[src/hdl/ordered_array_list_engine_unit_defines.svh]
// Assertion macros used by the list engine unit.
// Each macro samples on clk and is disabled while rst is high.
`ifndef ORDERED_ARRAY_LIST_ENGINE_UNIT_DEFINES_SVH
`define ORDERED_ARRAY_LIST_ENGINE_UNIT_DEFINES_SVH

// The condition holds at every clock edge.
`define OLAE_ASSERT_HOLDS(label, cond, msg) \
  label: assert property (@(posedge clk) disable iff (rst) (cond)) \
    else $error(msg);

// The consequence holds at the edge after the antecedent.
`define OLAE_ASSERT_NEXT(label, ante, cons, msg) \
  label: assert property (@(posedge clk) disable iff (rst) (ante) |=> (cons)) \
    else $error(msg);

`endif

[src/hdl/olae_pkg.sv]
package olae_pkg;

  // List geometry and field widths.
  localparam int CAPACITY   = 64;
  localparam int DATA_W     = 32;
  localparam int KIND_W     = 3;
  localparam int POS_W      = 7;
  localparam int STATUS_W   = 3;
  localparam int FOUND_W    = 6;
  localparam int COUNT_W    = 7;
  localparam int IDX_W      = $clog2(CAPACITY);
  localparam int LEN_W      = $clog2(CAPACITY + 1);
  localparam int CMP_W      = (LEN_W > POS_W) ? LEN_W : POS_W;

  // Scan tree: cells are encoded in groups of eight, then the groups are picked.
  localparam int GROUP      = 8;
  localparam int GRP_W      = $clog2(GROUP);
  localparam int NUM_GROUPS = (CAPACITY + GROUP - 1) / GROUP;
  localparam int PAD_CELLS  = NUM_GROUPS * GROUP;
  localparam int GIDX_W     = (NUM_GROUPS > 1) ? $clog2(NUM_GROUPS) : 1;
  localparam int FIDX_W     = GIDX_W + GRP_W;

  typedef enum logic [2:0] {
    KIND_PUSH_BACK  = 3'd0,
    KIND_POP_BACK   = 3'd1,
    KIND_PUSH_FRONT = 3'd2,
    KIND_POP_FRONT  = 3'd3,
    KIND_INSERT     = 3'd4,
    KIND_ERASE      = 3'd5,
    KIND_FIND       = 3'd6,
    KIND_READ       = 3'd7
  } kind_t;

  typedef enum logic [2:0] {
    STATUS_OK        = 3'd0,
    STATUS_FULL      = 3'd1,
    STATUS_EMPTY     = 3'd2,
    STATUS_BAD_POS   = 3'd3,
    STATUS_NOT_FOUND = 3'd4
  } status_t;

  typedef enum logic [2:0] {
    ST_IDLE,
    ST_SCAN_A,
    ST_SCAN_B,
    ST_SCAN_C,
    ST_DONE
  } state_t;

  typedef enum logic [1:0] {
    CELL_HOLD,
    CELL_OPEN,
    CELL_CLOSE,
    CELL_SCAN
  } cell_op_t;

  // Command broadcast to every cell of the chain.
  typedef struct packed {
    cell_op_t           op;
    logic               find;
    logic [IDX_W-1:0]   pos;
    logic [LEN_W-1:0]   len;
    logic [DATA_W-1:0]  val;
  } cell_cmd_t;

endpackage

[src/hdl/olae_cell.sv]
module olae_cell import olae_pkg::*; (
  input  logic              clk,
  input  cell_cmd_t         cmd,
  input  logic [IDX_W-1:0]  index,
  input  logic [DATA_W-1:0] left_data,
  input  logic [DATA_W-1:0] right_data,
  output logic [DATA_W-1:0] entry,
  output logic              sel
);

  // Open a gap, close a gap or flag this cell for the scan tree.
  always_ff @(posedge clk) begin
    case (cmd.op)
      CELL_OPEN: begin
        if (index == cmd.pos) begin
          entry <= cmd.val;
        end else if (index > cmd.pos) begin
          entry <= left_data;
        end
      end
      CELL_CLOSE: begin
        if (index >= cmd.pos) begin
          entry <= right_data;
        end
      end
      CELL_SCAN: begin
        if (cmd.find) begin
          sel <= (entry == cmd.val) && (LEN_W'(index) < cmd.len);
        end else begin
          sel <= (index == cmd.pos);
        end
      end
      default: begin
      end
    endcase
  end

endmodule

[config.mk]
export PLATFORM = sky130hd
export DESIGN_NAME = olae_cell
export DESIGN_NICKNAME = d
export VERILOG_FILES = /design/src/hdl/ordered_array_list_engine_unit_defines.svh /design/src/hdl/olae_pkg.sv /design/src/hdl/olae_cell.sv
export SDC_FILE = /design/constraint.sdc
export NUM_CORES = 1
export LEC_CHECK = 0
export BUFFER_PORTS_ARGS = -buffer_cell sky130_fd_sc_hd__buf_2
export CAP_MARGIN = 10
export CORE_ASPECT_RATIO = 1.5
export CORE_UTILIZATION = 48
export CTS_BUF_LIST = sky130_fd_sc_hd__clkbuf_8
export DETAILED_ROUTE_END_ITERATION = 8
export GPL_ROUTABILITY_DRIVEN = 0
export GPL_TIMING_DRIVEN = 0
export PLACE_DENSITY = 0.95
export SYNTH_ARGS = -nofsm -noshare
export SYNTH_HDL_FRONTEND = slang
export SYNTH_SLANG_ARGS = --single-unit
[constraint.sdc]
create_clock -name clk -period 8.4 [get_ports clk]
set_clock_uncertainty 0.15 [all_clocks]
set_input_delay 0.42 -clock clk [delete_from_list [all_inputs] [get_ports clk]]
set_output_delay 0.42 -clock clk [all_outputs]
set_load 0.01 [all_outputs]
==> results.md <==
- Status: finished clean
- # diodes: 0
- Sw Pwr: 0.0001445 W
- # resized after CTS: 0
- All-layer global routing usage: 27.92%
- Hold_buf cts: 0
- Worst hold slack: 0.2604 ns
- 1st-iter DRT viols: 79
- Skew-Pair Late Insertion Delay: 0.28 ns
- Chip Width: 59.54 um
- Final worst path period need: 2.209 ns
- Finished Layout Cells: 453
- P_int: 0.0003320 W
- DRT Wirelength: 7152 um
- Fraction of the yosys area taken by sequential cells: 41.57%
- H-Tree Depth: 2
- Worst-path clk slew: 0.07 ns
- Cts bufs inserted: 5
- Netlist cell types: 30
- # DRC: 0
- Antenna-violating nets left: 0
- Seq pwr share: 46.4%
- Fin nets: 516
- Antenna violations before repair: 0
- Setup crit end kind: flop
- Max-slew violation count: 0
- Worst Hold Launch: right_data[30]
- Comb pwr share: 29.5%
- Power density over the cells: 142.6 mW/mm^2
- Actual slew at the worst max-slew pin: 0.6709 ns
- Die Footprint: 0.005257 sq mm
- Most frequent cells in the layout: buf_2, nand2_1, edfxtp_1
- Synth async-reset ratio: 0%
- Placed insts: 445
- Max_cap viols: 0
- Reg2reg start: entry[3]
- Switching Fraction: 30.32%
- Share of layout cells above drive strength 1: 46.25%
- Yosys reg bits: 33
- Root buf cell: clkbuf_8
- TritonCTS clock tree: built
- Setup violations, final: 0
- CTS Sinks: 33
- Yosys warning total: 0
- RSZ-0062 raised after global routing: false
- Post-Syn Area: 0.002384 sq mm
- I/O Buffers: 151
- HP Class: input pin to flop
- Worst Setup Start Kind: input pin
- Worst slew margin: 55.17%
- Setup_tns: 0 ns
- Num ports: 152
- Die Height: 88.31 um
- Clk pwr share: 24.2%
- Worst-path maximum fanout: 17
- Tot Pwr: 0.0004765 W
- Synthesized area per cell: 10.50 sq um
- Post-Synthesis Cells: 227
- Setup Buffers After CTS: 0
- Filler Cell Count: 415
- Vias: 2352
- WS Path Type: input pin to flop
- WP data arrival: 2.05 ns
- DR WL/cell: 15.79 um
- First-pass GRT wire length: 10880 um
- Core ar.: 0.004810 sq mm
- Number of detailed-route iterations in the first pass: 4
- Hpwl dp: 5821 um
- Max Buffers Root-to-Sink: 2
- Top FF cell, synth: edfxtp_1
- Final instance area: 0.003342 sq mm
- Grt total ovfl: 0
- Area grow syn2layout: 40.21%
- Most common cell after layout, fill and taps aside: buf_2
- Initial cell density of the core: 49.56%
- VDD IR max: 0.1121 mV
- Syn_nets: 357
- Worst Setup SP: cmd[43]
- DP Area: 0.003261 sq mm
- Achievable frequency: 452.7 MHz
- Via-to-Cell Ratio: 5.192
- Period utilization: 26.29%
- Leak: 1.444 nW
- Pin count of the biggest net entering global routing: 18
- Site Rows: 31
- Post-synth EDFFs: 33
- Crit path required time: 8.24 ns
- Vias in the first global route: 2497
- Final Hold Fails: 0
layout make-up:
cell class / instances / area, sq um / share of cell area (%)
plain buffers: 10 / 76.32 / 2.284
clock buffers: 5 / 68.82 / 2.059
clock inverters: 3 / 12.51 / 0.3744
inverters: 12 / 45.04 / 1.348
multi-input cells: 172 / 1282 / 38.38
flip-flops and latches: 33 / 991.0 / 29.65
well taps: 66 / 82.58 / 2.471
repair buffers: 152 / 783.3 / 23.44
kinds of logic (layout without fill, tap and decap cells):
group | count (synthesis) | after routing | synth area share (%)
xor+xnor | 33 | 33 | 12.13
fa+ha+maj | 11 | 11 | 5.774
buf+inv | 22 | 182 | 5.092
simple gates | 53 | 53 | 10.76
flops | 33 | 33 | 41.57
compound gates | 43 | 43 | 11.23
mux | 32 | 32 | 13.44
per-stage QoR:
stage	util, %	setup slack [ns]
6_report	69.48	6.191
5_1_grt	69.48	5.975
4_1_cts	69.48	6.180
3_5_place_dp	67.79	5.894
3_3_place_gp	66.99	4.272
2_1_floorplan	-	5.172
synthesized netlist by cell type (2+ instances only):
cell / number / area (sq um)
o21ai_0: 4 / 20.02
nand2_1: 33 / 123.9
buf_8: 3 / 45.04
a21oi_1: 5 / 25.02
nor4_1: 4 / 25.02
edfxtp_1: 33 / 991.0
xnor2_1: 18 / 157.7
ha_1: 11 / 137.6
clkbuf_1: 3 / 11.26
inv_1: 12 / 45.04
nor2b_1: 2 / 12.51
o21ai_1: 19 / 95.09
xor2_1: 15 / 131.4
clkbuf_2: 2 / 10.01
buf_2: 2 / 10.01
nor2_1: 2 / 7.510
nand4_1: 5 / 31.28
mux2i_1: 32 / 320.3
o21ai_2: 11 / 96.34
final timing paths:
kind	end	slack, ns	cells after the start
max	entry[23]	6.19	8
min	entry[30]	0.26	3
max reg2reg	sel	6.53	5
min reg2reg	sel	0.63	3
power groups by stage:
stage / Clock (W) / Sequential [W] / Combinational, W
2_1_floorplan: 0 / 0.000235 / 0.0000588
3_3_place_gp: 0 / 0.000225 / 0.000131
3_5_place_dp: 0 / 0.000225 / 0.000140
4_1_cts: 0.000117 / 0.000221 / 0.000141
5_1_grt: 0.000123 / 0.000223 / 0.000154
6_report: 0.000115 / 0.000221 / 0.000140
worst max-delay path, stage by stage:
cell,delay (ns)
buf_2,0.08
inv_1,0.04
ha_1,0.31
nand4_2,0.17
nor2_1,0.16
nor2_1,0.08
a21oi_4,0.56
buf_16,0.23
sequential cells by signal, indices dropped and copies added (netlist names):
signal / flops
entry: 32
sel: 1
per-layer routing:
layer | vias up | track usage (%) | share of wire [%]
li1 | 1127 | - | -
met1 | 1075 | 28.45 | 36
met2 | 124 | 51.38 | 54
met3 | 26 | 4.971 | 6.2
met4 | 0 | 17.12 | 4.1
met5 | - | 0 | 0
Power figures use the tool's default switching activity.
