File: config.mk
export PLATFORM = sky130hd
export DESIGN_NAME = olae_group
export DESIGN_NICKNAME = d
export VERILOG_FILES = /design/src/hdl/ordered_array_list_engine_unit_defines.svh /design/src/hdl/olae_pkg.sv /design/src/hdl/olae_group.sv
export SDC_FILE = /design/constraint.sdc
export NUM_CORES = 1
export LEC_CHECK = 0
export BUFFER_PORTS_ARGS = -buffer_cell sky130_fd_sc_hd__buf_2
export CELL_PAD_IN_SITES_DETAIL_PLACEMENT = 0
export CELL_PAD_IN_SITES_GLOBAL_PLACEMENT = 1
export CORE_AREA = 2 2 115 117
export CTS_CLUSTER_DIAMETER = 120
export DETAILED_ROUTE_END_ITERATION = 8
export DIE_AREA = 0 0 117 119
export HOLD_SLACK_MARGIN = 0.02
export PLACE_DENSITY_LB_ADDON = 0.1
export SLEW_MARGIN = 5
export SYNTH_ARGS = -nofsm -noshare
export SYNTH_HDL_FRONTEND = slang
export SYNTH_SLANG_ARGS = --single-unit
export TNS_END_PERCENT = 5
File: constraint.sdc
create_clock -name clk -period 1.5 [get_ports clk]
set_input_delay 0.225 -clock clk [delete_from_list [all_inputs] [get_ports clk]]
set_output_delay 0.225 -clock clk [all_outputs]
set_load 0.005 [all_outputs]
File: src/hdl/ordered_array_list_engine_unit_defines.svh
// Assertion macros used by the list engine unit.
// Each macro samples on clk and is disabled while rst is high.
`ifndef ORDERED_ARRAY_LIST_ENGINE_UNIT_DEFINES_SVH
`define ORDERED_ARRAY_LIST_ENGINE_UNIT_DEFINES_SVH

// The condition holds at every clock edge.
`define OLAE_ASSERT_HOLDS(label, cond, msg) \
  label: assert property (@(posedge clk) disable iff (rst) (cond)) \
    else $error(msg);

// The consequence holds at the edge after the antecedent.
`define OLAE_ASSERT_NEXT(label, ante, cons, msg) \
  label: assert property (@(posedge clk) disable iff (rst) (ante) |=> (cons)) \
    else $error(msg);

`endif

File: src/hdl/olae_pkg.sv
package olae_pkg;

  // List geometry and field widths.
  localparam int CAPACITY   = 64;
  localparam int DATA_W     = 32;
  localparam int KIND_W     = 3;
  localparam int POS_W      = 7;
  localparam int STATUS_W   = 3;
  localparam int FOUND_W    = 6;
  localparam int COUNT_W    = 7;
  localparam int IDX_W      = $clog2(CAPACITY);
  localparam int LEN_W      = $clog2(CAPACITY + 1);
  localparam int CMP_W      = (LEN_W > POS_W) ? LEN_W : POS_W;

  // Scan tree: cells are encoded in groups of eight, then the groups are picked.
  localparam int GROUP      = 8;
  localparam int GRP_W      = $clog2(GROUP);
  localparam int NUM_GROUPS = (CAPACITY + GROUP - 1) / GROUP;
  localparam int PAD_CELLS  = NUM_GROUPS * GROUP;
  localparam int GIDX_W     = (NUM_GROUPS > 1) ? $clog2(NUM_GROUPS) : 1;
  localparam int FIDX_W     = GIDX_W + GRP_W;

  typedef enum logic [2:0] {
    KIND_PUSH_BACK  = 3'd0,
    KIND_POP_BACK   = 3'd1,
    KIND_PUSH_FRONT = 3'd2,
    KIND_POP_FRONT  = 3'd3,
    KIND_INSERT     = 3'd4,
    KIND_ERASE      = 3'd5,
    KIND_FIND       = 3'd6,
    KIND_READ       = 3'd7
  } kind_t;

  typedef enum logic [2:0] {
    STATUS_OK        = 3'd0,
    STATUS_FULL      = 3'd1,
    STATUS_EMPTY     = 3'd2,
    STATUS_BAD_POS   = 3'd3,
    STATUS_NOT_FOUND = 3'd4
  } status_t;

  typedef enum logic [2:0] {
    ST_IDLE,
    ST_SCAN_A,
    ST_SCAN_B,
    ST_SCAN_C,
    ST_DONE
  } state_t;

  typedef enum logic [1:0] {
    CELL_HOLD,
    CELL_OPEN,
    CELL_CLOSE,
    CELL_SCAN
  } cell_op_t;

  // Command broadcast to every cell of the chain.
  typedef struct packed {
    cell_op_t           op;
    logic               find;
    logic [IDX_W-1:0]   pos;
    logic [LEN_W-1:0]   len;
    logic [DATA_W-1:0]  val;
  } cell_cmd_t;

endpackage

File: src/hdl/olae_group.sv
module olae_group import olae_pkg::*; (
  input  logic                         clk,
  input  logic [GROUP-1:0]             sel,
  input  logic [GROUP-1:0][DATA_W-1:0] data,
  output logic                         hit,
  output logic [GRP_W-1:0]             sub,
  output logic [DATA_W-1:0]            pick_data
);

  logic              hit_next;
  logic [GRP_W-1:0]  sub_next;
  logic [DATA_W-1:0] pick_data_next;

  // The lowest flagged cell of the group wins.
  always_comb begin
    hit_next       = |sel;
    sub_next       = '0;
    pick_data_next = '0;
    for (int k = GROUP - 1; k >= 0; k--) begin
      if (sel[k]) begin
        sub_next       = GRP_W'(k);
        pick_data_next = data[k];
      end
    end
  end

  always_ff @(posedge clk) begin
    hit       <= hit_next;
    sub       <= sub_next;
    pick_data <= pick_data_next;
  end

endmodule

==> impl_metrics.env <==
export IMPL_timing_hold_ws_ns=0.158
export IMPL_startpoint_type="input port"
export IMPL_grt_max_degree=28
export IMPL_post_drt_wl_per_cell_um=19.1
export IMPL_worst_path_max_stage_delay_ns=0.78
export IMPL_sequential_standard_cell_area_sq_um=721
export IMPL_leakage_uw=0.00216
export IMPL_run_status="finished clean"
export IMPL_wirelength_um=15200
export IMPL_yosysMostFrequentCell="sky130_fd_sc_hd__dfxtp_1"
export IMPL_grt_remaining_overflow=0
export IMPL_yosysWarningCount=0
export IMPL_mappedNetlistArea_sq_um=2630
export IMPL_finalCriticalPeriod_ns=1.26
export IMPL_end_kind="register"
export IMPL_setup_violations=0
export IMPL_final_layout_size_suffix_gt1_frac=0.539
export IMPL_timing_max_transition_violations_final=0
export IMPL_gp_congestion=0.861
export IMPL_postSynthCellCount=332
export IMPL_dieWidth_um=117
export IMPL_timing_critical_path_required_ns=1.73
export IMPL_cellPowerDensity_nw_per_um2=710
export IMPL_cts_tree="done"
export IMPL_rows=42
export IMPL_ctsHtreeMaxLevel=2
export IMPL_detail_route_first_pass_iterations=4
export IMPL_fmax_mhz=796
export IMPL_combined_area_of_the_multi_input_logic_cells_sq_um=1720
export IMPL_via_count_of_the_first_global_routing_pass=3970
export IMPL_ys_flop_type="sky130_fd_sc_hd__dfxtp_1"
export IMPL_die_h_um=119
export IMPL_synth_async_reset_ratio=0
export IMPL_finalCritPeriodShare=0.837
export IMPL_die_area_sq_um=13900
export IMPL_mappedNetlistNets=597
export IMPL_detail_routed_via_count_per_cell=4.99
export IMPL_synth_area_per_cell_sq_um=7.91
export IMPL_max_capacitance_violation_count=0
export IMPL_post_cts_setup_buffers=0
export IMPL_clk_transition_reported_paths_ns=0.06
export IMPL_hp_class="input port to register"
export IMPL_hpwl_um=11900
export IMPL_worstPathCellList="buf_2 -> nor2b_1 -> a22oi_1 -> o21ai_1"
export IMPL_ys_types=33
export IMPL_cts_buffers=5
export IMPL_flow_area_growth_from_synthesis_pct=71.4
export IMPL_ioPinCount=301
export IMPL_groute_usage_overall=0.211
export IMPL_timing_hold_worst_path_depth=3
export IMPL_start_util=0.204
export IMPL_num_fill_cells=1447
export IMPL_totalPowerFinal_uw=3200
export IMPL_nNetsFinal=887
export IMPL_synth_seq_cells=36
export IMPL_max_clock_path_buffers=2
export IMPL_report_final_hold_viol_count=0
export IMPL_num_vias=3992
export IMPL_cts_sink_count=36
export IMPL_synthDominantCellAreaShare=0.274
export IMPL_route_detailed_drc=0
export IMPL_core_region_area_sq_um=12900
export IMPL_worstPathArrival_ns=1.48
export IMPL_crit_fanout=11
export IMPL_synth_top_cells_by_area="sky130_fd_sc_hd__dfxtp_1 (27%), sky130_fd_sc_hd__a221oi_1 (10%), sky130_fd_sc_hd__a221o_1 (7.6%), sky130_fd_sc_hd__o2111ai_1 (6.7%), sky130_fd_sc_hd__a22oi_1 (6.0%)"
export IMPL_grt_antenna_before_repair=2
export IMPL_critPathKind="input port to register"
export IMPL_drtAntennaViolNets=0
export IMPL_initialDrtViolationCount=244
export IMPL_io_buffer_count=300
export IMPL_ctsRootBufferMaster="sky130_fd_sc_hd__clkbuf_16"
export IMPL_grt_pass1_wl_um=21900
export IMPL_cpMaxStageDelayCell="sky130_fd_sc_hd__nor2b_1"
export IMPL_yosys_top_cells_count="sky130_fd_sc_hd__dfxtp_1 (36), sky130_fd_sc_hd__a221oi_1 (31), sky130_fd_sc_hd__nand2_1 (28), sky130_fd_sc_hd__a21oi_1 (24), sky130_fd_sc_hd__a22oi_1 (21)"
export IMPL_tightestPinTransition_ns=0.977
export IMPL_power_ir_vdd_worst_uv=356
export IMPL_synth_top_cell_by_area="sky130_fd_sc_hd__dfxtp_1"
export IMPL_timing_slew_headroom=0.347
export IMPL_yosysSeqAreaShare=0.274
export IMPL_grt_setup_unrepaired="no"
export IMPL_synth_enable_flop_cells=0
repair_timing:
action / 4_1_cts / 5_1_grt
gates resized for setup: 0 / 2
hold buffers: 0 / 0
setup endpoints to repair: 0 / 9
final cells by class:
type / count / area share
Clock buffer: 6 / 0.0308
Sequential cell: 36 / 0.160
Clock inverter: 2 / 0.00222
Tap cell: 176 / 0.0489
Timing Repair Buffer: 323 / 0.375
Inverter: 2 / 0.00167
Multi-Input combinational cell: 254 / 0.381
Antenna cell: 1 / 0.000556
worst paths after layout:
check | start | endpoint | slack (ns)
max | sel[1] | pick_data[27] | 0.24
min | data[39] | pick_data[7] | 0.16
layer usage:
metal / wire length [um] / GRT usage / up-vias
li1: - / - / 1924
met1: 5850 / 0.243 / 1824
met2: 7650 / 0.368 / 212
met3: 1320 / 0.0575 / 30
met4: 424 / 0.0787 / 2
met5: 13 / 0 / -
metrics by stage:
step                area (sq um)  instances  setup TNS (ns)  worst slack (ns)   util
floorplan                   2630        332               0             0.233      -
global placement            4340        791           -3.14            -0.160  0.337
detailed placement          4340        791           -5.76            -0.266  0.337
CTS                         4490        799               0            0.0584  0.349
global route                4500        800               0             0.124  0.350
finish                      4500        800               0             0.244  0.350
cell usage in the layout (no fill, tap or decap), types with 9 or more instances in the layout:
master	count
sky130_fd_sc_hd__a21oi_1	24
sky130_fd_sc_hd__a221o_1	20
sky130_fd_sc_hd__a221oi_1	31
sky130_fd_sc_hd__a22oi_1	21
sky130_fd_sc_hd__buf_2	300
sky130_fd_sc_hd__buf_4	22
sky130_fd_sc_hd__dfxtp_1	36
sky130_fd_sc_hd__nand2_1	28
sky130_fd_sc_hd__nand2b_1	16
sky130_fd_sc_hd__nor2b_1	13
sky130_fd_sc_hd__o2111ai_1	20
sky130_fd_sc_hd__o211ai_1	11
sky130_fd_sc_hd__o21ai_0	9
sky130_fd_sc_hd__o21ai_1	15
sky130_fd_sc_hd__o22ai_1	20
logic make-up after synthesis:
kind of cell | count (synthesis) | synth area share
compound gates | 176 | 0.491
simple gates | 78 | 0.158
buf+inv | 42 | 0.0762
flops | 36 | 0.274
sequential cells by signal (all words and copies together), names as in the netlist:
signal and cells:
hit 1, pick_data 32, sub 3
where the power goes:
group / leakage, uW / switching (uW) / internal, uW
combinational: 0.00178 / 483 / 515
sequential: 0.000303 / 21.4 / 1050
clock: 0.0000766 / 474 / 657
worst max-delay path, delay by kind of cell:
family,cells,cell delay [ns]
and+or+nand+nor,1,0.78
AOI/OAI and AO/OA,2,0.34
buffers and inverters,1,0.13
Note: power is estimated with default switching activity, not from simulation.
